## src/rtl/ssm_pkg.sv

```systemverilog
`default_nettype none
// ----------------------------------------------------------------------------
// ssm_pkg
// types, constants and helpers for the sensor safety monitor
// ----------------------------------------------------------------------------
package ssm_pkg;

	localparam int SAMPLE_W       = 12;
	localparam int TIME_W         = 32;
	localparam int GAIN_W         = 24;
	localparam int WIN_W          = 16;
	localparam int BUS_W          = 16;
	localparam int CUR_W          = 16;
	localparam int TEMP_W         = 10;
	localparam int CFG_IDX_W      = 3;
	localparam int CFG_DATA_W     = 24;
	localparam int COUNT_BITS_DEF = 16;

	// sample validity window is exclusive at both ends
	localparam int VALID_LO     = 20;
	localparam int VALID_HI     = 4000;
	localparam int BUS_MIN_MV   = 2000;
	localparam int CUR_LIMIT_MA = 50;
	localparam int TEMP_LIMIT_C = 85;
	localparam int TEMP_DEF_C   = 25;
	localparam int HALF_Q16     = 32768;
	localparam int FRAC_BITS    = 16;

	localparam logic [GAIN_W-1:0] VBUS_GAIN_RST = GAIN_W'(52813);
	localparam logic [GAIN_W-1:0] CUR_GAIN_RST  = GAIN_W'(52813);
	localparam logic [GAIN_W-1:0] TEMP_GAIN_RST = GAIN_W'(5281);
	localparam logic [WIN_W-1:0]  CAL_WIN_RST   = WIN_W'(1000);

	typedef enum logic [CFG_IDX_W-1:0] {
		REG_CAL_EN    = 3'd0,
		REG_BYPASS    = 3'd1,
		REG_VBUS_GAIN = 3'd2,
		REG_CUR_GAIN  = 3'd3,
		REG_TEMP_GAIN = 3'd4,
		REG_CAL_WIN   = 3'd5
	} cfg_reg_t;

	typedef struct packed {
		logic [SAMPLE_W-1:0] vbus_sample;
		logic [SAMPLE_W-1:0] shunt_sample;
		logic [SAMPLE_W-1:0] temp_sample;
		logic [TIME_W-1:0]   now_ms;
		logic                driver_on;
	} sample_t;

	typedef struct packed {
		logic [BUS_W-1:0]        bus_mv;
		logic signed [CUR_W-1:0] current_ma;
		logic [TEMP_W-1:0]       temp_c;
		logic                    current_ok;
		logic                    temp_ok;
		logic                    safe;
		logic                    offset_ready;
		logic [SAMPLE_W-1:0]     offset_value;
		logic                    driver_off_request;
	} result_t;

	function automatic logic in_window(input logic [SAMPLE_W-1:0] s);
		in_window = (s > SAMPLE_W'(VALID_LO)) && (s < SAMPLE_W'(VALID_HI));
	endfunction

endpackage
`default_nettype wire

```

## src/rtl/sensor_safety_monitor_top.sv

```systemverilog
`default_nettype none
// ----------------------------------------------------------------------------
// sensor_safety_monitor_top
// flow: S_VBUS, S_CUR, S_TEMP, S_CAL, then S_DONE; S_DIV comes between when the
//   shunt offset is computed (12-step restoring divider)
// a new word is accepted only in S_IDLE, once the last one is done; the single
//   shared 13x25 multiplier makes three passes, the divider one bit a cycle
// reset: asynchronous, restores register defaults and clears calibration state
// ----------------------------------------------------------------------------
module sensor_safety_monitor_top #(
	parameter int COUNT_BITS = ssm_pkg::COUNT_BITS_DEF
) (
	input  logic                           clk,
	input  logic                           arst_n,
	input  logic                           cfg_we,
	input  logic [ssm_pkg::CFG_IDX_W-1:0]  cfg_index,
	input  logic [ssm_pkg::CFG_DATA_W-1:0] cfg_data,
	input  logic                           sample_valid,
	output logic                           sample_stall,
	input  ssm_pkg::sample_t               sample,
	output logic                           result_valid,
	input  logic                           result_stall,
	output ssm_pkg::result_t               result
);
	import ssm_pkg::*;

	localparam int SUM_W   = SAMPLE_W + COUNT_BITS;
	localparam int QUO_W   = SAMPLE_W;
	localparam int STEP_W  = $clog2(QUO_W);
	localparam int MUL_A_W = SAMPLE_W + 1;
	localparam int MUL_B_W = GAIN_W + 1;
	localparam int PROD_W  = MUL_A_W + MUL_B_W;
	localparam int RND_W   = PROD_W - FRAC_BITS;
	localparam int CUR_MIN_I = -(2 ** (CUR_W - 1));

	localparam logic [STEP_W-1:0]     LAST_STEP  = STEP_W'(QUO_W - 1);
	localparam logic [COUNT_BITS-1:0] COUNT_MAX  = {COUNT_BITS{1'b1}};
	localparam logic signed [PROD_W-1:0] HALF_P  = PROD_W'(HALF_Q16);
	localparam logic signed [RND_W-1:0]  BUS_MAX_R  = RND_W'(2 ** BUS_W - 1);
	localparam logic signed [RND_W-1:0]  CUR_MAX_R  = RND_W'(2 ** (CUR_W - 1) - 1);
	localparam logic signed [RND_W-1:0]  CUR_MIN_R  = RND_W'(CUR_MIN_I);
	localparam logic signed [RND_W-1:0]  TEMP_MAX_R = RND_W'(2 ** TEMP_W - 1);
	localparam logic signed [CUR_W-1:0]  CUR_LIM_P  = CUR_W'(CUR_LIMIT_MA);
	localparam logic signed [CUR_W-1:0]  CUR_LIM_N  = CUR_W'(-CUR_LIMIT_MA);

	typedef enum logic [6:0] {
		S_IDLE = 7'b0000001,
		S_VBUS = 7'b0000010,
		S_CUR  = 7'b0000100,
		S_TEMP = 7'b0001000,
		S_CAL  = 7'b0010000,
		S_DIV  = 7'b0100000,
		S_DONE = 7'b1000000
	} state_t;

	state_t state_q;

	// configuration
	logic              cal_en_q;
	logic              bypass_q;
	logic [GAIN_W-1:0] vbus_gain_q;
	logic [GAIN_W-1:0] cur_gain_q;
	logic [GAIN_W-1:0] temp_gain_q;
	logic [WIN_W-1:0]  cal_win_q;

	// word under work
	logic [SAMPLE_W-1:0] vb_q;
	logic [SAMPLE_W-1:0] sh_q;
	logic [SAMPLE_W-1:0] tp_q;
	logic [TIME_W-1:0]   now_q;
	logic                drv_q;

	logic signed [PROD_W-1:0] prod_q;
	logic [BUS_W-1:0]         bus_q;
	logic signed [CUR_W-1:0]  cur_q;
	logic [TEMP_W-1:0]        temp_q;
	logic                     start_req_q;

	// calibration state
	logic                  win_started_q;
	logic [TIME_W-1:0]     win_start_q;
	logic [SUM_W-1:0]      sum_q;
	logic [COUNT_BITS-1:0] cnt_q;
	logic [SAMPLE_W-1:0]   offset_q;
	logic                  offset_valid_q;

	// divider
	logic [SUM_W-1:0]    rem_q;
	logic [SUM_W-1:0]    dsh_q;
	logic [QUO_W-1:0]    quo_q;
	logic [STEP_W-1:0]   step_q;

	result_t result_q;
	logic    result_valid_q;

	// shared multiplier and rounding
	logic signed [MUL_A_W-1:0] corr;
	logic signed [MUL_A_W-1:0] mul_a;
	logic signed [MUL_B_W-1:0] mul_b;
	logic signed [PROD_W-1:0]  mul_p;
	logic signed [PROD_W-1:0]  rnd_full;
	logic signed [RND_W-1:0]   rnd;
	logic [BUS_W-1:0]          bus_sat;
	logic signed [CUR_W-1:0]   cur_sat;
	logic [TEMP_W-1:0]         temp_sat;

	// calibration update
	logic                  start_c;
	logic [TIME_W-1:0]     ws_c;
	logic [SUM_W-1:0]      sum_b;
	logic [COUNT_BITS-1:0] cnt_b;
	logic                  ov_b;
	logic [SUM_W-1:0]      sum_n;
	logic [COUNT_BITS-1:0] cnt_n;
	logic [TIME_W-1:0]     elapsed;
	logic                  div_go;
	logic                  div_ge;

	// result assembly
	logic                cur_ok;
	logic                t_ok;
	logic                cur_big;
	logic                safe_c;
	logic [TEMP_W-1:0]   temp_out;
	logic                out_free;
	result_t             result_c;

	assign sample_stall = (state_q != S_IDLE);
	assign result_valid = result_valid_q;
	assign result       = result_q;
	assign out_free     = !result_valid_q || !result_stall;

	// offset applies only once the previous calibration produced one
	assign corr = {1'b0, sh_q} - (offset_valid_q ? {1'b0, offset_q} : {MUL_A_W{1'b0}});

	always_comb begin
		mul_a = '0;
		mul_b = '0;
		unique case (state_q)
			S_VBUS: begin
				mul_a = {1'b0, vb_q};
				mul_b = {1'b0, vbus_gain_q};
			end
			S_CUR: begin
				mul_a = corr;
				mul_b = {1'b0, cur_gain_q};
			end
			S_TEMP: begin
				mul_a = {1'b0, tp_q};
				mul_b = {1'b0, temp_gain_q};
			end
			default: begin
				mul_a = '0;
				mul_b = '0;
			end
		endcase
	end

	assign mul_p    = mul_a * mul_b;
	assign rnd_full = prod_q + HALF_P;
	assign rnd      = $signed(rnd_full[PROD_W-1:FRAC_BITS]);

	assign bus_sat  = (rnd > BUS_MAX_R) ? {BUS_W{1'b1}} : rnd[BUS_W-1:0];
	assign temp_sat = (rnd > TEMP_MAX_R) ? {TEMP_W{1'b1}} : rnd[TEMP_W-1:0];

	always_comb begin
		if (rnd > CUR_MAX_R) begin
			cur_sat = {1'b0, {(CUR_W-1){1'b1}}};
		end else if (rnd < CUR_MIN_R) begin
			cur_sat = {1'b1, {(CUR_W-1){1'b0}}};
		end else begin
			cur_sat = rnd[CUR_W-1:0];
		end
	end

	// a new window restarts the sum and count before this word is added
	assign start_c = !win_started_q;
	assign ws_c    = start_c ? now_q : win_start_q;
	assign sum_b   = start_c ? '0 : sum_q;
	assign cnt_b   = start_c ? '0 : cnt_q;
	assign ov_b    = start_c ? 1'b0 : offset_valid_q;
	assign sum_n   = (cnt_b == COUNT_MAX) ? sum_b : sum_b + SUM_W'(sh_q);
	assign cnt_n   = (cnt_b == COUNT_MAX) ? cnt_b : cnt_b + 1'b1;
	assign elapsed = now_q - ws_c;
	assign div_go  = !ov_b && (elapsed >= TIME_W'(cal_win_q));
	assign div_ge  = (rem_q >= dsh_q);

	assign cur_ok   = in_window(sh_q);
	assign t_ok     = in_window(tp_q);
	assign cur_big  = cur_ok && ((cur_q > CUR_LIM_P) || (cur_q < CUR_LIM_N));
	assign temp_out = (bypass_q || !t_ok) ? TEMP_W'(TEMP_DEF_C) : temp_q;
	assign safe_c   = bypass_q || !((bus_q < BUS_W'(BUS_MIN_MV)) || cur_big
		|| (t_ok && (temp_q > TEMP_W'(TEMP_LIMIT_C))) || drv_q);

	always_comb begin
		result_c.bus_mv             = bus_q;
		result_c.current_ma         = cur_q;
		result_c.temp_c             = temp_out;
		result_c.current_ok         = cur_ok;
		result_c.temp_ok            = t_ok;
		result_c.safe               = safe_c;
		result_c.offset_ready       = offset_valid_q;
		result_c.offset_value       = offset_q;
		result_c.driver_off_request = start_req_q;
	end

	// sequencer, configuration and calibration state
	always_ff @(posedge clk or negedge arst_n) begin
		if (!arst_n) begin
			state_q        <= S_IDLE;
			cal_en_q       <= 1'b0;
			bypass_q       <= 1'b1;
			vbus_gain_q    <= VBUS_GAIN_RST;
			cur_gain_q     <= CUR_GAIN_RST;
			temp_gain_q    <= TEMP_GAIN_RST;
			cal_win_q      <= CAL_WIN_RST;
			win_started_q  <= 1'b0;
			win_start_q    <= '0;
			sum_q          <= '0;
			cnt_q          <= '0;
			offset_q       <= '0;
			offset_valid_q <= 1'b0;
			step_q         <= '0;
			result_valid_q <= 1'b0;
		end else begin
			// the output step raises valid itself
			if (result_valid_q && !result_stall && (state_q != S_DONE)) begin
				result_valid_q <= 1'b0;
			end
			unique case (state_q)
				S_IDLE: begin
					if (sample_valid) begin
						state_q <= S_VBUS;
					end
				end
				S_VBUS: state_q <= S_CUR;
				S_CUR:  state_q <= S_TEMP;
				S_TEMP: state_q <= S_CAL;
				S_CAL: begin
					if (cal_en_q) begin
						win_started_q  <= 1'b1;
						win_start_q    <= ws_c;
						sum_q          <= sum_n;
						cnt_q          <= cnt_n;
						offset_valid_q <= ov_b;
						step_q         <= LAST_STEP;
						state_q        <= div_go ? S_DIV : S_DONE;
					end else begin
						win_started_q <= 1'b0;
						sum_q         <= '0;
						cnt_q         <= '0;
						state_q       <= S_DONE;
					end
				end
				S_DIV: begin
					step_q <= step_q - 1'b1;
					if (step_q == '0) begin
						offset_q       <= {quo_q[QUO_W-2:0], div_ge};
						offset_valid_q <= 1'b1;
						state_q        <= S_DONE;
					end
				end
				S_DONE: begin
					if (out_free) begin
						result_valid_q <= 1'b1;
						state_q        <= S_IDLE;
					end
				end
				default: state_q <= S_IDLE;
			endcase
			if (cfg_we) begin
				unique case (cfg_reg_t'(cfg_index))
					REG_CAL_EN: begin
						cal_en_q <= cfg_data[0];
						if (cfg_data[0]) begin
							win_started_q  <= 1'b0;
							sum_q          <= '0;
							cnt_q          <= '0;
							offset_valid_q <= 1'b0;
						end
					end
					REG_BYPASS:    bypass_q    <= cfg_data[0];
					REG_VBUS_GAIN: vbus_gain_q <= cfg_data[GAIN_W-1:0];
					REG_CUR_GAIN:  cur_gain_q  <= cfg_data[GAIN_W-1:0];
					REG_TEMP_GAIN: temp_gain_q <= cfg_data[GAIN_W-1:0];
					REG_CAL_WIN:   cal_win_q   <= cfg_data[WIN_W-1:0];
					default: ;
				endcase
			end
		end
	end

	// datapath registers
	always_ff @(posedge clk) begin
		unique case (state_q)
			S_IDLE: begin
				if (sample_valid) begin
					vb_q  <= sample.vbus_sample;
					sh_q  <= sample.shunt_sample;
					tp_q  <= sample.temp_sample;
					now_q <= sample.now_ms;
					drv_q <= sample.driver_on;
				end
			end
			S_VBUS: prod_q <= mul_p;
			S_CUR: begin
				bus_q  <= bus_sat;
				prod_q <= mul_p;
			end
			S_TEMP: begin
				cur_q  <= cur_ok ? cur_sat : '0;
				prod_q <= mul_p;
			end
			S_CAL: begin
				temp_q      <= temp_sat;
				start_req_q <= cal_en_q && start_c;
				rem_q       <= sum_n;
				dsh_q       <= SUM_W'(cnt_n) << (QUO_W - 1);
			end
			S_DIV: begin
				// restoring division, one quotient bit a cycle
				if (div_ge) begin
					rem_q <= rem_q - dsh_q;
				end
				dsh_q <= dsh_q >> 1;
				quo_q <= {quo_q[QUO_W-2:0], div_ge};
			end
			S_DONE: begin
				if (out_free) begin
					result_q <= result_c;
				end
			end
			default: ;
		endcase
	end

	a_offset_from_divider: assert property (@(posedge clk) disable iff (!arst_n)
		$rose(offset_valid_q) |-> $past(state_q == S_DIV))
		else $error("offset became valid outside the divider");

	a_divider_finishes: assert property (@(posedge clk) disable iff (!arst_n)
		(state_q == S_DIV && step_q == '0) |=> (offset_valid_q && state_q == S_DONE))
		else $error("last divider step did not publish the offset");

	a_result_from_done: assert property (@(posedge clk) disable iff (!arst_n)
		$rose(result_valid_q) |-> $past(state_q == S_DONE))
		else $error("result word raised outside the output step");

	a_cal_off_clears: assert property (@(posedge clk) disable iff (!arst_n)
		(state_q == S_CAL && !cal_en_q && !cfg_we) |=> (cnt_q == '0 && !win_started_q))
		else $error("calibration state kept while calibration is off");

endmodule
`default_nettype wire
```

## config.mk

```make
export PLATFORM = sky130hd
export DESIGN_NAME = sensor_safety_monitor_top
export DESIGN_NICKNAME = d
export VERILOG_FILES = /design/src/rtl/ssm_pkg.sv /design/src/rtl/sensor_safety_monitor_top.sv
export SDC_FILE = /design/constraint.sdc
export NUM_CORES = 2
export LEC_CHECK = 0
export ABC_AREA = 1
export BUFFER_PORTS_ARGS = -buffer_cell sky130_fd_sc_hd__buf_4
export CORE_MARGIN = 5
export CORE_UTILIZATION = 57
export CTS_CLUSTER_DIAMETER = 40
export CTS_CLUSTER_SIZE = 30
export DETAILED_ROUTE_END_ITERATION = 10
export GPL_TIMING_DRIVEN = 0
export PLACE_DENSITY = 0.81
export SLEW_MARGIN = 40
export SYNTH_ARGS = -nofsm -noshare
export SYNTH_HDL_FRONTEND = slang
export SYNTH_SLANG_ARGS = --single-unit
```

## constraint.sdc

```tcl
create_clock -name clk -period 7.3 [get_ports clk]
set_input_delay 0 -clock clk [delete_from_list [all_inputs] [get_ports clk]]
set_output_delay 0 -clock clk [all_outputs]
set_load 0.01 [all_outputs]
```

# Yosys cells after proc, flatten, opt, wreduce, memory -nomap -nowiden
# Cells that the tools add are included.
op_classes:
  n_addsub: 7
  n_mul: 1
  magnitude_cmp: 14
  eq_ne: 20
  mux: 46
  bitwise_logic: 1
  n_reduce_logical: 39
ops:
  columns: ["op", "count"]
  rows:
  - ["2-to-1 mux 28 bit", 8]
  - ["2-to-1 mux 16 bit", 8]
  - ["one-hot mux 28 bit (2 select lines)", 2]
  - ["one-hot mux 24 bit (3 select lines)", 1]
  - ["one-hot mux 7 bit (7 select lines)", 1]
  - ["one-hot mux 13 bit (3 select lines)", 1]
  - ["adder 38 x 17 -> 38 bit, second input constant", 1]
  - ["multiplier 13 x 25 -> 38 bit", 1]
  - ["2-to-1 mux 7 bit", 5]
  - [">= comparator 32 x 16 -> 1 bit", 1]
  - ["2-to-1 mux 32 bit", 1]
  - ["subtractor 32 bit", 1]
  - ["adder 28 x 12 -> 28 bit", 1]
  - [">= comparator 28 bit", 1]
  - ["subtractor 28 bit", 1]
  - ["greater-than comparator 12 x 5 -> 1 bit, second input constant", 2]
  - ["less-than comparator 12 bit, second input constant", 2]
  - ["AND reduction 2 bit", 12]
  - ["greater-than comparator 22 x 11 -> 1 bit, second input constant", 1]
  - ["greater-than comparator 22 x 16 -> 1 bit, second input constant", 1]
  - ["greater-than comparator 22 x 17 -> 1 bit, second input constant", 1]
  - ["less-than comparator 22 x 16 -> 1 bit, second input constant", 1]
  - ["adder 16 x 1 -> 16 bit, second input constant", 1]
  - ["equality test 16 bit, second input constant", 1]
  - ["35 further kinds", 72]
word_totals:
  regBits: 468
  input_bits: 101
  out_inout_bits: 61
  word_cells: 166

# Depth between registers and ports, before layout
depth:
  depth_word: 8
  ltp_mapped: 38
  ltp_nobuf: 38

# Worst setup path before layout
# OpenSTA, ideal clock, no wires.
synth_path:
  kind: "register to register"
  start: "register offset_valid_q"
  end: "register prod_q[35], data pin"
  setup_ps: 252
  arrival_time_ps: 6860
  required_ps: 7048
  setup_slack_ps: 188
  stages_incl_launch_ff: 36
  path_buffers: 1
  period_less_slack_ps: 7112
  path_cell_list: "dfrtp_1 > clkbuf_1 > nand2_1 > ha_1 > nand2_1 > nor2_1 > a211oi_1 > o21ai_0 > nand3_1 > nand2_1 > nand2_1 > nand3_1 > o211ai_1 > nand3_2 > nand2_1 > nand2_1 > fa_1 > fa_1 > inv_1 > fa_1 > fa_1 > fa_1 > inv_1 > fa_1 > inv_1 > ha_1 > a21oi_1 > o21ai_0 > a21oi_1 > nor3_1 > nor3_1 > nand2_2 > nand2_2 > nand2_1 > nand2_1 > nand2_1"
synth_between:
  elab_chain_cells: 4
synth_lines:
  columns: ["item", "line_no", "rtl"]
  rows:
  - ["from (decl)", "sensor_safety_monitor_top.sv:85", "logic offset_valid_q;"]
  - ["from (signal assigned)", "sensor_safety_monitor_top.sv:245", "offset_valid_q <= ov_b;"]
  - ["2-to-1 mux 12 bit", "sensor_safety_monitor_top.sv:134", "assign corr = {1'b0, sh_q} - (offset_valid_q ? {1'b0, offset_q} : {MUL_A_W{1'b0}});"]
  - ["subtractor 12 x 12 -> 13 bit", "sensor_safety_monitor_top.sv:134", null]
  - ["one-hot mux 13 bit (3 select lines)", "sensor_safety_monitor_top.sv:139", "unique case (state_q)"]
  - ["multiplier 13 x 25 -> 38 bit", "sensor_safety_monitor_top.sv:159", "assign mul_p = mul_a * mul_b;"]
  - ["net mul_p[35]", "sensor_safety_monitor_top.sv:100", "logic signed [PROD_W-1:0] mul_p;"]
  - ["to (signal assigned)", "sensor_safety_monitor_top.sv:305", "S_VBUS: prod_q <= mul_p;"]
  - ["to (signal assigned)", "sensor_safety_monitor_top.sv:308", "prod_q <= mul_p;"]
  - ["to (signal assigned)", "sensor_safety_monitor_top.sv:312", "prod_q <= mul_p;"]
  - ["to (decl)", "sensor_safety_monitor_top.sv:73", "logic signed [PROD_W-1:0] prod_q;"]
# The timed path passes the listed nets, and every way through them passes these cells.
# A chain may end at the register's enable or synchronous reset.

# Worst setup path after layout
layout_path:
  start: "register offset_valid_q"
  end: "register prod_q[19], data pin"
# The elaborated chain is that of the path after synthesis.

==> run metrics <==
Final period util=0.992; Synth Area in Simple Gates=0.198; fill count=4,413; number of synthesized flops with an enable pin=260; via count=30.5k; ys flop type=edfxtp_1; most common cell after layout, fill and taps aside=nand2_1; global-route wire length before repair=164,000 µm; vias in the first global route=30.2k; Clk Tree Root Cell=clkbuf_16; die width=258 µm; Worst Hold Launch=sample[21]; Slew Limit Fails=0; Rows=90; DRT antenna net count=0; post-synth top area cell=edfxtp_1; FF/Latch Area=12,700 µm²; post-synth top area share=0.223; Worst Setup Slack, final=0.0578 ns; R2R Path Start=offset_valid_q$_DFF_PN0_; run status=finished, final reports clean; Tmin final=7.24 ns; Synth area leaders=edfxtp_1 22%, fa_1 14%, dfrtp_1 12%; Routed WL per cell=19.8 µm; Seq/Total Area, Yosys=0.362; detailed placement HPWL=77,300 µm; Clock Tree Buf Depth=3; Final Hold Viols=0; fmax=138 MHz; final setup TNS=0 ns; drt total wl=105,000 µm; syn_area_per_cell=8.61 µm²; startpoint types=flip-flop; Area Growth Syn to Fin=21.6%; leakage=20.0 nW; Detailed Routing Iterations Pass 1=6; crit path DAT=7.59 ns; Crit Path Category=reg2reg; Tightest Pin Transition=0.775 ns; Vias/cell=5.75; XOR/XNOR share of the synthesized area=0.0248; peak supply drop=0.000256 V; skew final=0.0444 ns; DIE AREA=66,400 µm²; Cells after Synth=4,062; crit-path max FO=6; initial antenna violation count=1; fin nets=5,022; most used cell, CP=fa_1; Inst Count DP=5,018; Clk Latency, worst-skew pair=0.63 ns; CTS clk-pin slew, worst paths=0.07 ns; crit path capture type=flip-flop; largest family of logic cells by synthesized area=adder cells; port bufs=161; multiplexer share of the synthesized area=0.00973; Slowest-stage cell, CP=dfrtp_2; area of the multi-input gates=20,400 µm²; worst stage delay on the critical path=0.53 ns; Die H=258 µm; CTS H-tree depth=3; TritonCTS Buffers=69; headroom to the max-slew limit=0.482; CP startpoint=offset_valid_q$_DFF_PN0_; Yosys warnings=0; Hold Crit Class=in2reg; Netlist Area Pre-Place=35,000 µm²; grt total ovfl=0; DRC Markers=0; Post-Synthesis Net Count=4,622; gpl congestion=1.02; global-route usage over all layers=0.308; max_cap viols=0; unrepaired setup endpoints after global routing=yes; WP data required=7.65 ns; Initial Util=0.577; power per cell area=293 nW/µm²; Final setup viols=0; Synth Area in Adders=0.217; pre-CTS WS=-1.23 ns; core area=60,600 µm²; commonest non-fill, non-tap cells in the layout=1,006 x nand2_1, 611 x inv_1, 294 x nor2_1; Iteration-0 DRC Markers=3,467; FF+latch count, synth=452; share of layout cells above drive strength 1=0.162; Synth Area in Compound Gates=0.102; Final Non-Filler Cells=5,302; Yosys cell types=76; largest net degree at the start of global routing=71; clock sinks=452; FFs w/ async S/R, synth=0.425; CTS tree=yes; IO Pins=162
[per-stage QoR]
stage	cell area (µm²)	total power, W	hold slack, ns	utilization
final	42500	0.0125	0.0897	0.702
after global routing	42500	0.0132	0.0897	0.701
after CTS	41600	0.0121	0.0620	0.686
after detailed placement	37500	0.00850	0.0195	0.618
after global placement	37200	0.00833	0.178	0.613
after floorplan	35000	0.00698	-0.296	-
[cell families after synthesis]
logic type | count (synthesis)
DFF | 452
AOI/OAI and AO/OA | 607
buffers and inverters | 769
adders and majority gates | 459
and+or+nand+nor | 1643
xor gates and xnor gates | 98
muxes | 34
[repair_timing]
item,in CTS,in global routing
cloned,1,0
resized for setup,94,163
pin swaps,28,100
endpoints found under the hold margin,288,0
buffers inserted,34,21
hold buffers,103,0
setup endpoints to repair,23,23
[layer usage]
layer	track usage	vias up	part of all wire
met5	0	-	0
met4	0.105	0	0.040
met3	0.0785	313	0.11
met2	0.491	1632	0.46
met1	0.415	14539	0.39
li1	-	13982	-
[registers in the layout (all words and copies together) (netlist names), 23 cells and up]
| name | cells |
|---|---|
| cur_gain_q | 24 |
| dsh_q | 27 |
| now_q | 32 |
| prod_q | 23 |
| rem_q | 28 |
| result | 59 |
| sum_q | 28 |
| temp_gain_q | 24 |
| vbus_gain_q | 24 |
| win_start_q | 32 |
[path summary, 6_finish.rpt]
kind / end / slack, ns / cells past startpoint
max in group asynchronous: cal_win_q[7]$_DFFE_PN1P_ / 5.63 / 6
worst min register to register: result[45]$_DFFE_PP_ / 0.41 / 0
worst max-delay path: prod_q[19]$_DFFE_PP_ / 0.06 / 32
worst min-delay path: now_q[20]$_DFFE_PP_ / 0.09 / 2
min in group asynchronous: cnt_q[4]$_DFF_PN0_ / 0.58 / 4
worst max register to register: prod_q[19]$_DFFE_PP_ / 0.06 / 32
[final cells by class]
type                    instances  share of cell area
repair buffers                332              0.0709
flip-flops and latches        452               0.298
multi-input cells            2841               0.481
well taps                     782              0.0230
clock inverters                54              0.0132
clock buffers                  73              0.0415
plain buffers                 112              0.0148
inverters                     654              0.0582
diodes                          2            0.000118
[critical path: cells and delay by family (launching register included)]
kind	cells	cell delay [ns]
flops	1	0.53
simple gates	6	0.51
xor+xnor	1	0.14
fa+ha+maj	8	3.47
compound gates	6	1.16
buf+inv	11	1.15
[synthesized netlist by cell type, drive strengths merged, types with 8 or more instances]
library cell	instances
nor2	320
xor2	72
a221oi	15
a22o	9
xnor2	26
o211ai	15
a21oi	216
or2	18
nor3	41
dfstp	31
dfrtp	161
o21a	8
buf	69
inv	649
edfxtp	260
ha	214
o21ai	269
nand4	48
a21o	9
fa	245
nand2	1055
nor4	24
nand3	126
a22oi	9
clkbuf	46
mux2i	34
a31oi	22
[where the power goes]
part	total, W	switching, W	leakage, nW	internal, W
logic	0.00534	0.00340	14.1	0.00194
clock network	0.00331	0.00135	1.13	0.00196
registers	0.00380	0.000418	4.81	0.00339
total	0.0125	0.00517	20.0	0.00728
Note: power is estimated with default switching activity, not from simulation.
